[config.mk]
export PLATFORM = sky130hd
export DESIGN_NAME = onewire_rom_search_top
export DESIGN_NICKNAME = d
export VERILOG_FILES = /design/src/design/orws_pkg.sv /design/src/design/onewire_rom_search_top.sv /design/src/design/orws_front.sv /design/src/design/orws_back.sv
export SDC_FILE = /design/constraint.sdc
export NUM_CORES = 1
export LEC_CHECK = 0
export BUFFER_PORTS_ARGS = -buffer_cell sky130_fd_sc_hd__buf_2
export CAP_MARGIN = 5
export CORE_ASPECT_RATIO = 0.9
export CORE_UTILIZATION = 55
export DETAILED_ROUTE_END_ITERATION = 16
export GPL_TIMING_DRIVEN = 0
export MAX_ROUTING_LAYER = met4
export PLACE_DENSITY = 0.75
export SYNTH_ARGS = -nofsm -noshare
export SYNTH_HDL_FRONTEND = slang
export SYNTH_SLANG_ARGS = --single-unit
[constraint.sdc]
create_clock -name clk -period 6.2 [get_ports clk]
set_input_delay 1.24 -clock clk [delete_from_list [all_inputs] [get_ports clk]]
set_output_delay 1.24 -clock clk [all_outputs]
set_load 0.005 [all_outputs]
[src/design/orws_pkg.sv]
package orws_pkg;

    localparam int ROM_BITS     = 64;
    localparam int POS_W        = 7;
    localparam int FAMILY_LIMIT = 9;
    localparam logic [7:0] CRC_POLY = 8'h8C;   // x^8+x^5+x^4+1, reflected

    localparam int IN_DATA_W  = 8;
    localparam int IN_USER_W  = 2;
    localparam int OUT_DATA_W = 80;
    localparam int OUT_USER_W = 3;

    typedef enum logic [1:0] {
        ACT_RESTART = 2'd0,
        ACT_BEGIN   = 2'd1,
        ACT_PAIR    = 2'd2,
        ACT_NONE    = 2'd3
    } action_t;

    typedef enum logic [1:0] {
        OP_RESTART,
        OP_BEGIN,
        OP_PAIR,
        OP_NONE
    } op_t;

    typedef enum logic [2:0] {
        ST_WRITE   = 3'd0,
        ST_COMMAND = 3'd1,
        ST_FOUND   = 3'd2,
        ST_FAILED  = 3'd3,
        ST_DONE    = 3'd4,
        ST_RESTART = 3'd5
    } status_t;

    typedef struct packed {
        op_t  op;
        logic presence;
        logic true_bit;
        logic complement_bit;
    } cmd_t;

    // Dallas CRC-8, one byte, LSB first
    function automatic logic [7:0] crc_byte(input logic [7:0] crc_in, input logic [7:0] data_in);
        logic [7:0] crc;
        logic [7:0] data;
        crc  = crc_in;
        data = data_in;
        for (int i = 0; i < 8; i++)
        begin
            if ((crc[0] ^ data[0]) == 1'b1)
                crc = (crc >> 1) ^ CRC_POLY;
            else
                crc = crc >> 1;
            data = data >> 1;
        end
        return crc;
    endfunction

endpackage

[src/design/onewire_rom_search_top.sv]
// 1-Wire search-ROM decision engine. Send a restart word, then a begin-pass word with the
// reset presence result, then one word per address bit carrying the true and complement
// bits read from the bus; each input word yields exactly one output word (status plus the
// direction bit to write, and the ROM code, family discrepancy and last-device flag when a
// device is found). Throughput is one word per clock while the output is not stalled: a
// two-word input queue feeds the search engine, whose state update and byte CRC are
// combinational, and the registered output stage takes a new result as the previous one is
// accepted. A word passes the input queue register and then the output register.
module onewire_rom_search_top (
    input  logic                               clk,
    input  logic                               rst_n,
    input  logic                               s_axis_tvalid,
    output logic                               s_axis_tready,
    // presence, true_bit, complement_bit, zero pad
    input  logic [orws_pkg::IN_DATA_W-1:0]     s_axis_tdata,
    // action
    input  logic [orws_pkg::IN_USER_W-1:0]     s_axis_tuser,
    output logic                               m_axis_tvalid,
    input  logic                               m_axis_tready,
    // write_bit, rom_code[63:0], family_discrepancy[6:0], last_device, zero pad
    output logic [orws_pkg::OUT_DATA_W-1:0]    m_axis_tdata,
    // status
    output logic [orws_pkg::OUT_USER_W-1:0]    m_axis_tuser
);
    import orws_pkg::*;

    logic head_valid;
    cmd_t head_cmd;
    logic head_pop;

    orws_front u_front (
        .clk           (clk),
        .rst_n         (rst_n),
        .s_axis_tvalid (s_axis_tvalid),
        .s_axis_tready (s_axis_tready),
        .s_axis_tdata  (s_axis_tdata),
        .s_axis_tuser  (s_axis_tuser),
        .head_valid    (head_valid),
        .head_cmd      (head_cmd),
        .head_pop      (head_pop)
    );

    orws_back u_back (
        .clk           (clk),
        .rst_n         (rst_n),
        .head_valid    (head_valid),
        .head_cmd      (head_cmd),
        .head_pop      (head_pop),
        .m_axis_tvalid (m_axis_tvalid),
        .m_axis_tready (m_axis_tready),
        .m_axis_tdata  (m_axis_tdata),
        .m_axis_tuser  (m_axis_tuser)
    );

endmodule

[src/design/orws_front.sv]
module orws_front (
    input  logic                               clk,
    input  logic                               rst_n,
    input  logic                               s_axis_tvalid,
    output logic                               s_axis_tready,
    // presence, true_bit, complement_bit, zero pad
    input  logic [orws_pkg::IN_DATA_W-1:0]     s_axis_tdata,
    // action
    input  logic [orws_pkg::IN_USER_W-1:0]     s_axis_tuser,
    output logic                               head_valid,
    output orws_pkg::cmd_t                     head_cmd,
    input  logic                               head_pop
);
    import orws_pkg::*;

    cmd_t       queue_reg [2];
    logic       wr_ptr_reg, wr_ptr_next;
    logic       rd_ptr_reg, rd_ptr_next;
    logic [1:0] count_reg, count_next;
    cmd_t       cmd_in;
    logic       push;
    logic       pop;

    always_comb
    begin
        unique case (action_t'(s_axis_tuser))
            ACT_RESTART: cmd_in.op = OP_RESTART;
            ACT_BEGIN:   cmd_in.op = OP_BEGIN;
            ACT_PAIR:    cmd_in.op = OP_PAIR;
            default:     cmd_in.op = OP_NONE;
        endcase
        cmd_in.presence       = s_axis_tdata[0];
        cmd_in.true_bit       = s_axis_tdata[1];
        cmd_in.complement_bit = s_axis_tdata[2];
    end

    assign s_axis_tready = (count_reg != 2'd2);
    assign head_valid    = (count_reg != 2'd0);
    assign head_cmd      = queue_reg[rd_ptr_reg];
    assign push          = s_axis_tvalid && s_axis_tready;
    assign pop           = head_pop && head_valid;

    always_comb
    begin
        wr_ptr_next = push ? ~wr_ptr_reg : wr_ptr_reg;
        rd_ptr_next = pop ? ~rd_ptr_reg : rd_ptr_reg;
        count_next  = count_reg + {1'b0, push} - {1'b0, pop};
    end

    always_ff @(posedge clk or negedge rst_n)
    begin
        if (!rst_n)
        begin
            wr_ptr_reg <= 1'b0;
            rd_ptr_reg <= 1'b0;
            count_reg  <= 2'd0;
        end
        else
        begin
            wr_ptr_reg <= wr_ptr_next;
            rd_ptr_reg <= rd_ptr_next;
            count_reg  <= count_next;
        end
    end

    always_ff @(posedge clk)
    begin
        if (push)
            queue_reg[wr_ptr_reg] <= cmd_in;
    end

endmodule

[src/design/orws_back.sv]
module orws_back (
    input  logic                               clk,
    input  logic                               rst_n,
    input  logic                               head_valid,
    input  orws_pkg::cmd_t                     head_cmd,
    output logic                               head_pop,
    output logic                               m_axis_tvalid,
    input  logic                               m_axis_tready,
    // write_bit, rom_code[63:0], family_discrepancy[6:0], last_device, zero pad
    output logic [orws_pkg::OUT_DATA_W-1:0]    m_axis_tdata,
    // status
    output logic [orws_pkg::OUT_USER_W-1:0]    m_axis_tuser
);
    import orws_pkg::*;

    logic [ROM_BITS-1:0] rom_reg, rom_next;
    logic [POS_W-1:0]    last_disc_reg, last_disc_next;
    logic [POS_W-1:0]    fam_reg, fam_next;
    logic                last_dev_reg, last_dev_next;
    logic [POS_W-1:0]    pos_reg, pos_next;
    logic [POS_W-1:0]    plz_reg, plz_next;
    logic [7:0]          crc_reg, crc_next;
    logic                active_reg, active_next;

    logic                out_valid_reg;
    status_t             out_status_reg, status_c;
    logic                out_wbit_reg, wbit_c;
    logic [ROM_BITS-1:0] out_rom_reg, rom_c;
    logic [POS_W-1:0]    out_fam_reg, fam_c;
    logic                out_last_reg, last_c;

    logic                take;
    logic [POS_W-1:0]    pos_c;
    logic [POS_W-1:0]    pos_m1;
    logic [5:0]          idx;
    logic                dir;

    assign head_pop = head_valid && (!out_valid_reg || m_axis_tready);
    assign take     = head_pop;

    always_comb
    begin
        rom_next       = rom_reg;
        last_disc_next = last_disc_reg;
        fam_next       = fam_reg;
        last_dev_next  = last_dev_reg;
        pos_next       = pos_reg;
        plz_next       = plz_reg;
        crc_next       = crc_reg;
        active_next    = active_reg;
        status_c       = ST_FAILED;
        wbit_c         = 1'b0;
        rom_c          = '0;
        fam_c          = '0;
        last_c         = 1'b0;
        dir            = 1'b0;

        if (pos_reg == '0 || pos_reg > POS_W'(ROM_BITS))
            pos_c = POS_W'(1);
        else
            pos_c = pos_reg;
        pos_m1 = pos_c - POS_W'(1);
        idx    = pos_m1[5:0];

        unique case (head_cmd.op)
            OP_RESTART:
            begin
                last_disc_next = '0;
                fam_next       = '0;
                last_dev_next  = 1'b0;
                active_next    = 1'b0;
                status_c       = ST_RESTART;
            end
            OP_BEGIN:
            begin
                active_next = 1'b0;
                if (last_dev_reg)
                begin
                    last_disc_next = '0;
                    fam_next       = '0;
                    last_dev_next  = 1'b0;
                    status_c       = ST_DONE;
                end
                else if (!head_cmd.presence)
                begin
                    last_disc_next = '0;
                    fam_next       = '0;
                    last_dev_next  = 1'b0;
                    status_c       = ST_FAILED;
                end
                else
                begin
                    active_next = 1'b1;
                    pos_next    = POS_W'(1);
                    plz_next    = '0;
                    crc_next    = '0;
                    status_c    = ST_COMMAND;
                end
            end
            OP_PAIR:
            begin
                if (active_reg)
                begin
                    pos_next = pos_c;
                    if (head_cmd.true_bit && head_cmd.complement_bit)
                    begin
                        // nobody answered
                        last_disc_next = '0;
                        fam_next       = '0;
                        last_dev_next  = 1'b0;
                        active_next    = 1'b0;
                        status_c       = ST_FAILED;
                    end
                    else
                    begin
                        if (head_cmd.true_bit != head_cmd.complement_bit)
                            dir = head_cmd.true_bit;
                        else
                        begin
                            // discrepancy: follow old path, take 1 at last branch, else 0
                            if (pos_c < last_disc_reg)
                                dir = rom_reg[idx];
                            else
                                dir = (pos_c == last_disc_reg);
                            if (!dir)
                            begin
                                plz_next = pos_c;
                                if (pos_c < POS_W'(FAMILY_LIMIT))
                                    fam_next = pos_c;
                            end
                        end
                        rom_next[idx] = dir;
                        wbit_c        = dir;
                        status_c      = ST_WRITE;
                        if (idx[2:0] == 3'd7)
                            crc_next = crc_byte(crc_reg, rom_next[{idx[5:3], 3'b000} +: 8]);
                        if (pos_c == POS_W'(ROM_BITS))
                        begin
                            active_next = 1'b0;
                            pos_next    = POS_W'(1);
                            if (crc_next == 8'd0 && rom_next[7:0] != 8'd0)
                            begin
                                last_disc_next = plz_next;
                                if (plz_next == '0)
                                    last_dev_next = 1'b1;
                                status_c = ST_FOUND;
                                rom_c    = rom_next;
                                fam_c    = fam_next;
                                last_c   = last_dev_next;
                            end
                            else
                            begin
                                last_disc_next = '0;
                                fam_next       = '0;
                                last_dev_next  = 1'b0;
                                status_c       = ST_FAILED;
                            end
                        end
                        else
                            pos_next = pos_c + POS_W'(1);
                    end
                end
            end
            default:
            begin
                status_c = ST_FAILED;
            end
        endcase
    end

    always_ff @(posedge clk or negedge rst_n)
    begin
        if (!rst_n)
        begin
            rom_reg       <= '0;
            last_disc_reg <= '0;
            fam_reg       <= '0;
            last_dev_reg  <= 1'b0;
            pos_reg       <= POS_W'(1);
            plz_reg       <= '0;
            crc_reg       <= '0;
            active_reg    <= 1'b0;
            out_valid_reg <= 1'b0;
        end
        else
        begin
            if (take)
            begin
                rom_reg       <= rom_next;
                last_disc_reg <= last_disc_next;
                fam_reg       <= fam_next;
                last_dev_reg  <= last_dev_next;
                pos_reg       <= pos_next;
                plz_reg       <= plz_next;
                crc_reg       <= crc_next;
                active_reg    <= active_next;
                out_valid_reg <= 1'b1;
            end
            else if (m_axis_tready)
                out_valid_reg <= 1'b0;
        end
    end

    always_ff @(posedge clk)
    begin
        if (take)
        begin
            out_status_reg <= status_c;
            out_wbit_reg   <= wbit_c;
            out_rom_reg    <= rom_c;
            out_fam_reg    <= fam_c;
            out_last_reg   <= last_c;
        end
    end

    assign m_axis_tvalid = out_valid_reg;
    assign m_axis_tuser  = out_status_reg;
    assign m_axis_tdata  = {7'd0, out_last_reg, out_fam_reg, out_rom_reg, out_wbit_reg};

endmodule
Yosys cells after proc, flatten, opt, wreduce, memory -nomap -nowiden:

Memories as Yosys holds them, arrays and structs flattened.
Index checks and enable logic that the tools add are counted.

* flip-flop bits (word level): 183
* memory bits (writable): 10
* output and inout port bits: 85
* logic and storage cells: 212
* memories kept: 1

Memory list
* u_front.queue_reg: depth 2, bits a word 5, rd ports 1, clocked after Yosys merged registers in 0, write ports 1, line orws_front.sv:16 `cmd_t queue_reg [2];`

* add/subtract/negate cells: 4
* order comparisons: 5
* eq/ne operators: 15
* shift-type cells: 1
* muxes and demuxes: 115
* bitwise logic cells: 23
* reductions and logical operators: 31

Operators by type and width (count)
* $mux 8: 44
* $mux 7: 28
* $bwmux 64: 1
* $shiftx 64x7->8: 1
* $pmux 7 s3: 2
* $pmux 7 s2: 2
* $mux 1: 26
* $not 2->3: 8
* $pmux 8 s2: 1
* $logic_not 7->1: 2
* $mux 3: 4
* $reduce_and 4->1: 3
* $reduce_and 5->1: 2
* $pmux 3 s3: 1
* $logic_not 8->1: 1
* $reduce_bool 2->1: 4
* $reduce_bool 8->1: 1
* $xor 1x1->1: 8
* $add 7x1->7 const B: 1
* $eq 7x7->1: 1
* $eq 7x7->1 const B: 1
* $gt 7x7->1 const B: 1
* $lt 6x7->1 const B: 1
* $lt 7x4->1 const B: 1
* 31 further kinds: 49

Logic depth before layout (Yosys ltp):

* word-level depth: 72
* gate-level depth with buffers: 27

Cells and area by module:

From an unflattened synthesis, not the netlist that was laid out.

* cell total of the unflattened synthesis: 1230
* area, all modules: 11865.1 um^2

By module, submodules not included
* orws_back: times used 1, cells an instance 1190, area an instance 11277.1 um^2, sequential area each 4860.9 um^2
* orws_front: times used 1, cells an instance 40, area an instance 588.1 um^2, sequential area each 400.4 um^2

Worst setup path after synthesis:

OpenSTA, ideal clock, no wires.

* kind: register -> register
* from: register u_back.pos_reg[0]
* to: register u_back.out_rom_reg[61] (data pin)
* library setup time: 0.170 ns
* data arrival time: 6.200 ns
* data required time: 6.030 ns
* path slack: -0.170 ns
* stages on the path, launching flop included: 26
* clock period less this slack: 6.370 ns
* path through: dfstp_2 -> buf_2 -> or4_4 -> o21ai_2 -> nand2_2 -> inv_2 -> buf_6 -> buf_4 -> ha_1 -> clkbuf_1 -> clkbuf_1 -> xor2_1 -> mux4_2 -> or3b_2 -> a31oi_1 -> nor2_1 -> and3_1 -> nand3_1 -> mux2i_1 -> xnor2_1 -> xnor2_1 -> or4b_1 -> o311ai_1 -> nand4_2 -> buf_2 -> a311oi_2

* word-level cells in the longest chain between the ends: 65

Ends and longest elaborated chain
* start, declared: line orws_back.sv:20 `logic [POS_W-1:0] pos_reg, pos_next;`
* start signal, assigned: line orws_back.sv:193 `pos_reg <= pos_next;`
* $gt 7x7->1 or $logic_not 7->1 (tied branches): line orws_back.sv:58 `if (pos_reg == '0 || pos_reg > POS_W'(ROM_BITS))`
* $logic_or 1x1->1: line orws_back.sv:58
* $mux 7 (*): line orws_back.sv:58
* $sub 6x1->6: line orws_back.sv:62 `pos_m1 = pos_c - POS_W'(1);`
* $bmux 1 s6: line orws_back.sv:122 `dir = rom_reg[idx];`
* $mux 1 (not written as such): line orws_back.sv:122
* $mux 1: line orws_back.sv:121 `if (pos_c < last_disc_reg)`
* $mux 1: line orws_back.sv:116 `if (head_cmd.true_bit != head_cmd.complement_bit)`
* (+49 left out)
* $mux 8: line orws_back.sv:135 `if (idx[2:0] == 3'd7)`
* $mux 8: line orws_back.sv:105 `if (head_cmd.true_bit && head_cmd.complement_bit)`
* $mux 8: line orws_back.sv:102 `if (active_reg)`
* $mux 8: line orws_back.sv:65 `unique case (head_cmd.op)`
* $logic_not 8->1: line orws_back.sv:141 `if (crc_next == 8'd0 && rom_next[7:0] != 8'd0)`
* $logic_and 1x1->1: line orws_back.sv:141
* $not 1->1 (no source line)
* $reduce_or 5->1 (no source line)
* end signal, assigned: line orws_back.sv:210 `out_rom_reg <= rom_c;`
* end, declared: line orws_back.sv:28 `logic [ROM_BITS-1:0] out_rom_reg, rom_c;`

Mark *: on every way between the ends. The rest lies on a longest branch, timed or not. The select of a mux whose other input is x is not followed.
A chain may end at the register's enable or synchronous reset.

Worst setup path in the final report:

* from: register u_back.pos_reg[4]
* to: register u_back.out_rom_reg[0] (data pin)

Same word-level chain as after synthesis.

==> results_dict.tcl <==
set metrics [dict create \
    worstSetupEndpoint "u_back.out_rom_reg[0]$_SDFFCE_PP0P_" \
    grt_pass1_vias 11000 \
    cp-startpoint "u_back.pos_reg[4]$_DFFE_PN0P_" \
    cts_hold_buffers 0 \
    drtIter0Drc 1477 \
    drive_above_1_share_pct 28.9 \
    cts.path.max_buffers 2 \
    yosys.area.top_type_share_pct 22.7 \
    final.setup.worst_slack_ns -0.0565 \
    irDropWorstVdd_mv 0.726 \
    dieHeight_um 140 \
    final_util_pct 70.5 \
    cp_max_fo 10 \
    ioPinCount 99 \
    regArea_mm2 0.00526 \
    hp-class "register to register" \
    start_util_pct 56.0 \
    clk_latency_ns 0.46 \
    syn_area_per_cell_um2 9.88 \
    die_area_mm2 0.0218 \
    grt_setup_unrepaired "yes" \
    synthArstFlopShare_pct 55.4 \
    tns_ns -0.545 \
    die_w_um 156 \
    row_count 50 \
    clock_sinks 193 \
    grtUsageTotal_pct 44.9 \
    min_period_over_period_pct 101 \
    p_leak_uw 0.00553 \
    violations "negative setup slack" \
    cts-htree-levels 4 \
    crit_path_end_kind "register" \
    status "complete, but fails checks" \
    clockRootBuffer "clkbuf_16" \
    portBuffers 84 \
    synthDominantAreaCellType "dfrtp_1" \
    drc 0 \
    cp.arrival_ns 6.53 \
    clk_pin_slew_ns 0.08 \
    hold_start "u_back.last_disc_reg[3]$_DFFE_PN0P_" \
    reg2reg_depth 24 \
    avgViaCountPerCell 6.97 \
    grt_pass1_wl_mm 69.2 \
    rrSetupSlack_ns -0.06 \
    grt_max_degree 79 \
    power.density_mw_per_mm2 535 \
    gp_congestion 1.05 \
    required_ns 6.47 \
    fin_worst_skew_ns 0.0239 \
    multi_input_area_mm2 0.00663 \
    area_growth_syn_to_layout_pct 25.9 \
    final_antenna_net_count 0 \
    internal_power_uw 3950 \
    synth-edff-count 86 \
    worstSetupPathType "register to register" \
    worst_pin_slew_ns 1.14 \
    max-slew-margin-rel_pct 24.1 \
    cts-buffers-inserted 17 \
    worstReg2RegStart "u_back.pos_reg[4]$_DFFE_PN0P_" \
    synthTopCellsByArea "dfrtp_1, edfxtp_1, a21oi_1" \
    synthFlopType "dfrtp_1" \
    synth-seq-cells 193 \
    setup_viol_count_final 33 \
    switching_share_pct 49.8 \
    period_needed_ns 6.26 \
    p_seq_share_pct 21.9 \
    drt_first_pass_iters 12 \
    p_sw_uw 3910 \
    yosys_warnings 0 \
    synth.distinct_cells 91 \
    power_uw 7860 \
    final-max-slew-violation-count 0 \
    avgRoutedWirePerCell_um 28.2 \
    syn_inst 1182 \
    maxCapViolCount 0 \
    reg2reg_to "u_back.out_rom_reg[0]$_SDFFCE_PP0P_" \
    grt_overflow 0 \
    hpwl_mm 32.9 \
    synth_seq_area_share_pct 45.1 \
    fmax_mhz 160 \
    final_nets 1387 \
    cts_tree "done" \
    dp_slack_ns -2.35 \
    core_mm2 0.0208 \
    p_comb_share_pct 63.3 \
    drt_wl_total_mm 46.7 \
    vias 11500 \
    startpoint_type "register" \
    hold_depth 2 \
    pwr-share-clk_pct 14.8 \
    synth_area_mm2 0.0117 \
    nFillCells 1556 \
    hold_viol 0 \
    hold_slack_ns 0.488 \
    antenna_found_initial 1 \
]
## worst max-delay path: stages, from the launching register on
cell	delay (ns)
dfrtp_1	0.40
buf_4	0.21
or2_2	0.37
o21ai_4	0.25
nand2_4	0.10
clkinv_4	0.09
ha_4	0.21
or3b_4	0.44
a221oi_4	0.35
buf_6	0.18
clkbuf_4	0.24
nor2_1	0.06
o21ai_0	0.32
o2111ai_2	0.22
mux2i_1	0.24
xor2_1	0.29
mux2i_4	0.13
xnor2_2	0.17
xnor2_2	0.19
or4b_1	0.58
o311ai_4	0.18
nand4_4	0.22
buf_12	0.21
buf_12	0.14
a311oi_2	0.26
## cells by family after synthesis
kind of cell,after synthesis,synth area share (%)
other,1,0.0321
AND/OR/NAND/NOR,320,13.9
multiplexers,37,3.96
XOR/XNOR,32,2.71
buffers and inverters,139,5.09
adder cells (fa/ha/maj),18,1.93
AO/OA/AOI/OAI,442,27.3
flip-flops,193,45.1
## cells in the final DEF, fill, tap and decap left out, types with 16 or more instances in the layout
cell type | netlist | layout
nor3_1 | 18 | 16
clkbuf_16 | 0 | 20
mux2i_1 | 26 | 23
o21ai_0 | 90 | 88
buf_2 | 13 | 87
a311oi_2 | 34 | 34
dfrtp_1 | 106 | 105
nand2_1 | 85 | 76
inv_1 | 24 | 23
and3_1 | 27 | 26
o31ai_1 | 51 | 44
a21oi_1 | 117 | 94
nand3_1 | 53 | 50
a211oi_1 | 21 | 18
edfxtp_1 | 86 | 86
ha_1 | 18 | 16
nor2_1 | 64 | 59
a31oi_1 | 37 | 33
a21oi_2 | 1 | 21
buf_4 | 13 | 73
clkbuf_1 | 84 | 68
## worst min path at each step
stage	slack (ns)	end
CTS	0.49	u_back.last_disc_reg[2]$_DFFE_PN0P_
detailed placement	0.47	u_back.last_disc_reg[3]$_DFFE_PN0P_
finish	0.49	u_back.last_disc_reg[3]$_DFFE_PN0P_
global route	0.52	u_back.plz_reg[6]$_DFFE_PN0P_
global placement	0.46	u_back.plz_reg[5]$_DFFE_PN0P_
floorplan	0.45	u_back.last_disc_reg[1]$_DFFE_PN0P_
## power by group through the flow
stage	Combinational (uW)	Sequential, uW	Clock [uW]
final	4970	1720	1160
after global routing	5130	1740	1200
after CTS	4400	1710	1160
after detailed placement	3640	1730	0
after global placement	3560	1740	0
after floorplan	2340	1740	0
## cell usage after synthesis, types with 9 or more instances
library cell,number
a21oi_1,117
dfrtp_1,106
o21ai_0,90
edfxtp_1,86
nand2_1,85
clkbuf_1,84
nor2_1,64
nand3_1,53
o31ai_1,51
a31oi_1,37
a311oi_2,34
and3_1,27
mux2i_1,26
inv_1,24
a211oi_1,21
xnor2_1,19
ha_1,18
nor3_1,18
buf_2,13
buf_4,13
a22o_1,10
nor2b_1,10
xor2_1,9
## stage by stage
| step | cell area (um^2) | instances |
|---|---|---|
| 2_1_floorplan | 11700 | 1188 |
| 3_3_place_gp | 12500 | 1558 |
| 3_5_place_dp | 12600 | 1562 |
| 4_1_cts | 14200 | 1635 |
| 5_1_grt | 14700 | 1654 |
| 6_report | 14700 | 1655 |
## cell type report
cell class,count,area share [%]
multi-input cells,856,45.1
flip-flops and latches,193,35.8
repair buffers,159,7.58
plain buffers,102,4.06
clock buffers,17,2.89
well taps,286,2.44
clock inverters,15,1.26
inverters,26,0.800
diodes,1,0.0170
## layer usage
metal  track usage, %  vias up  share of wire [%]
met4             18.9        0                4.1
met1             62.2     5644                 40
met2             62.0      880                 43
li1                 -     4868                  -
met5                -        -                  0
met3             11.7      148                 13
## what timing repair did
| item | in CTS | in global routing |
|---|---|---|
| setup buffers | 45 | 22 |
| pin swaps | 27 | 55 |
| setup endpoints to repair | 168 | 88 |
| resized for setup | 132 | 85 |
| cloned | 3 | 1 |
(Power assumes the default switching activity.)
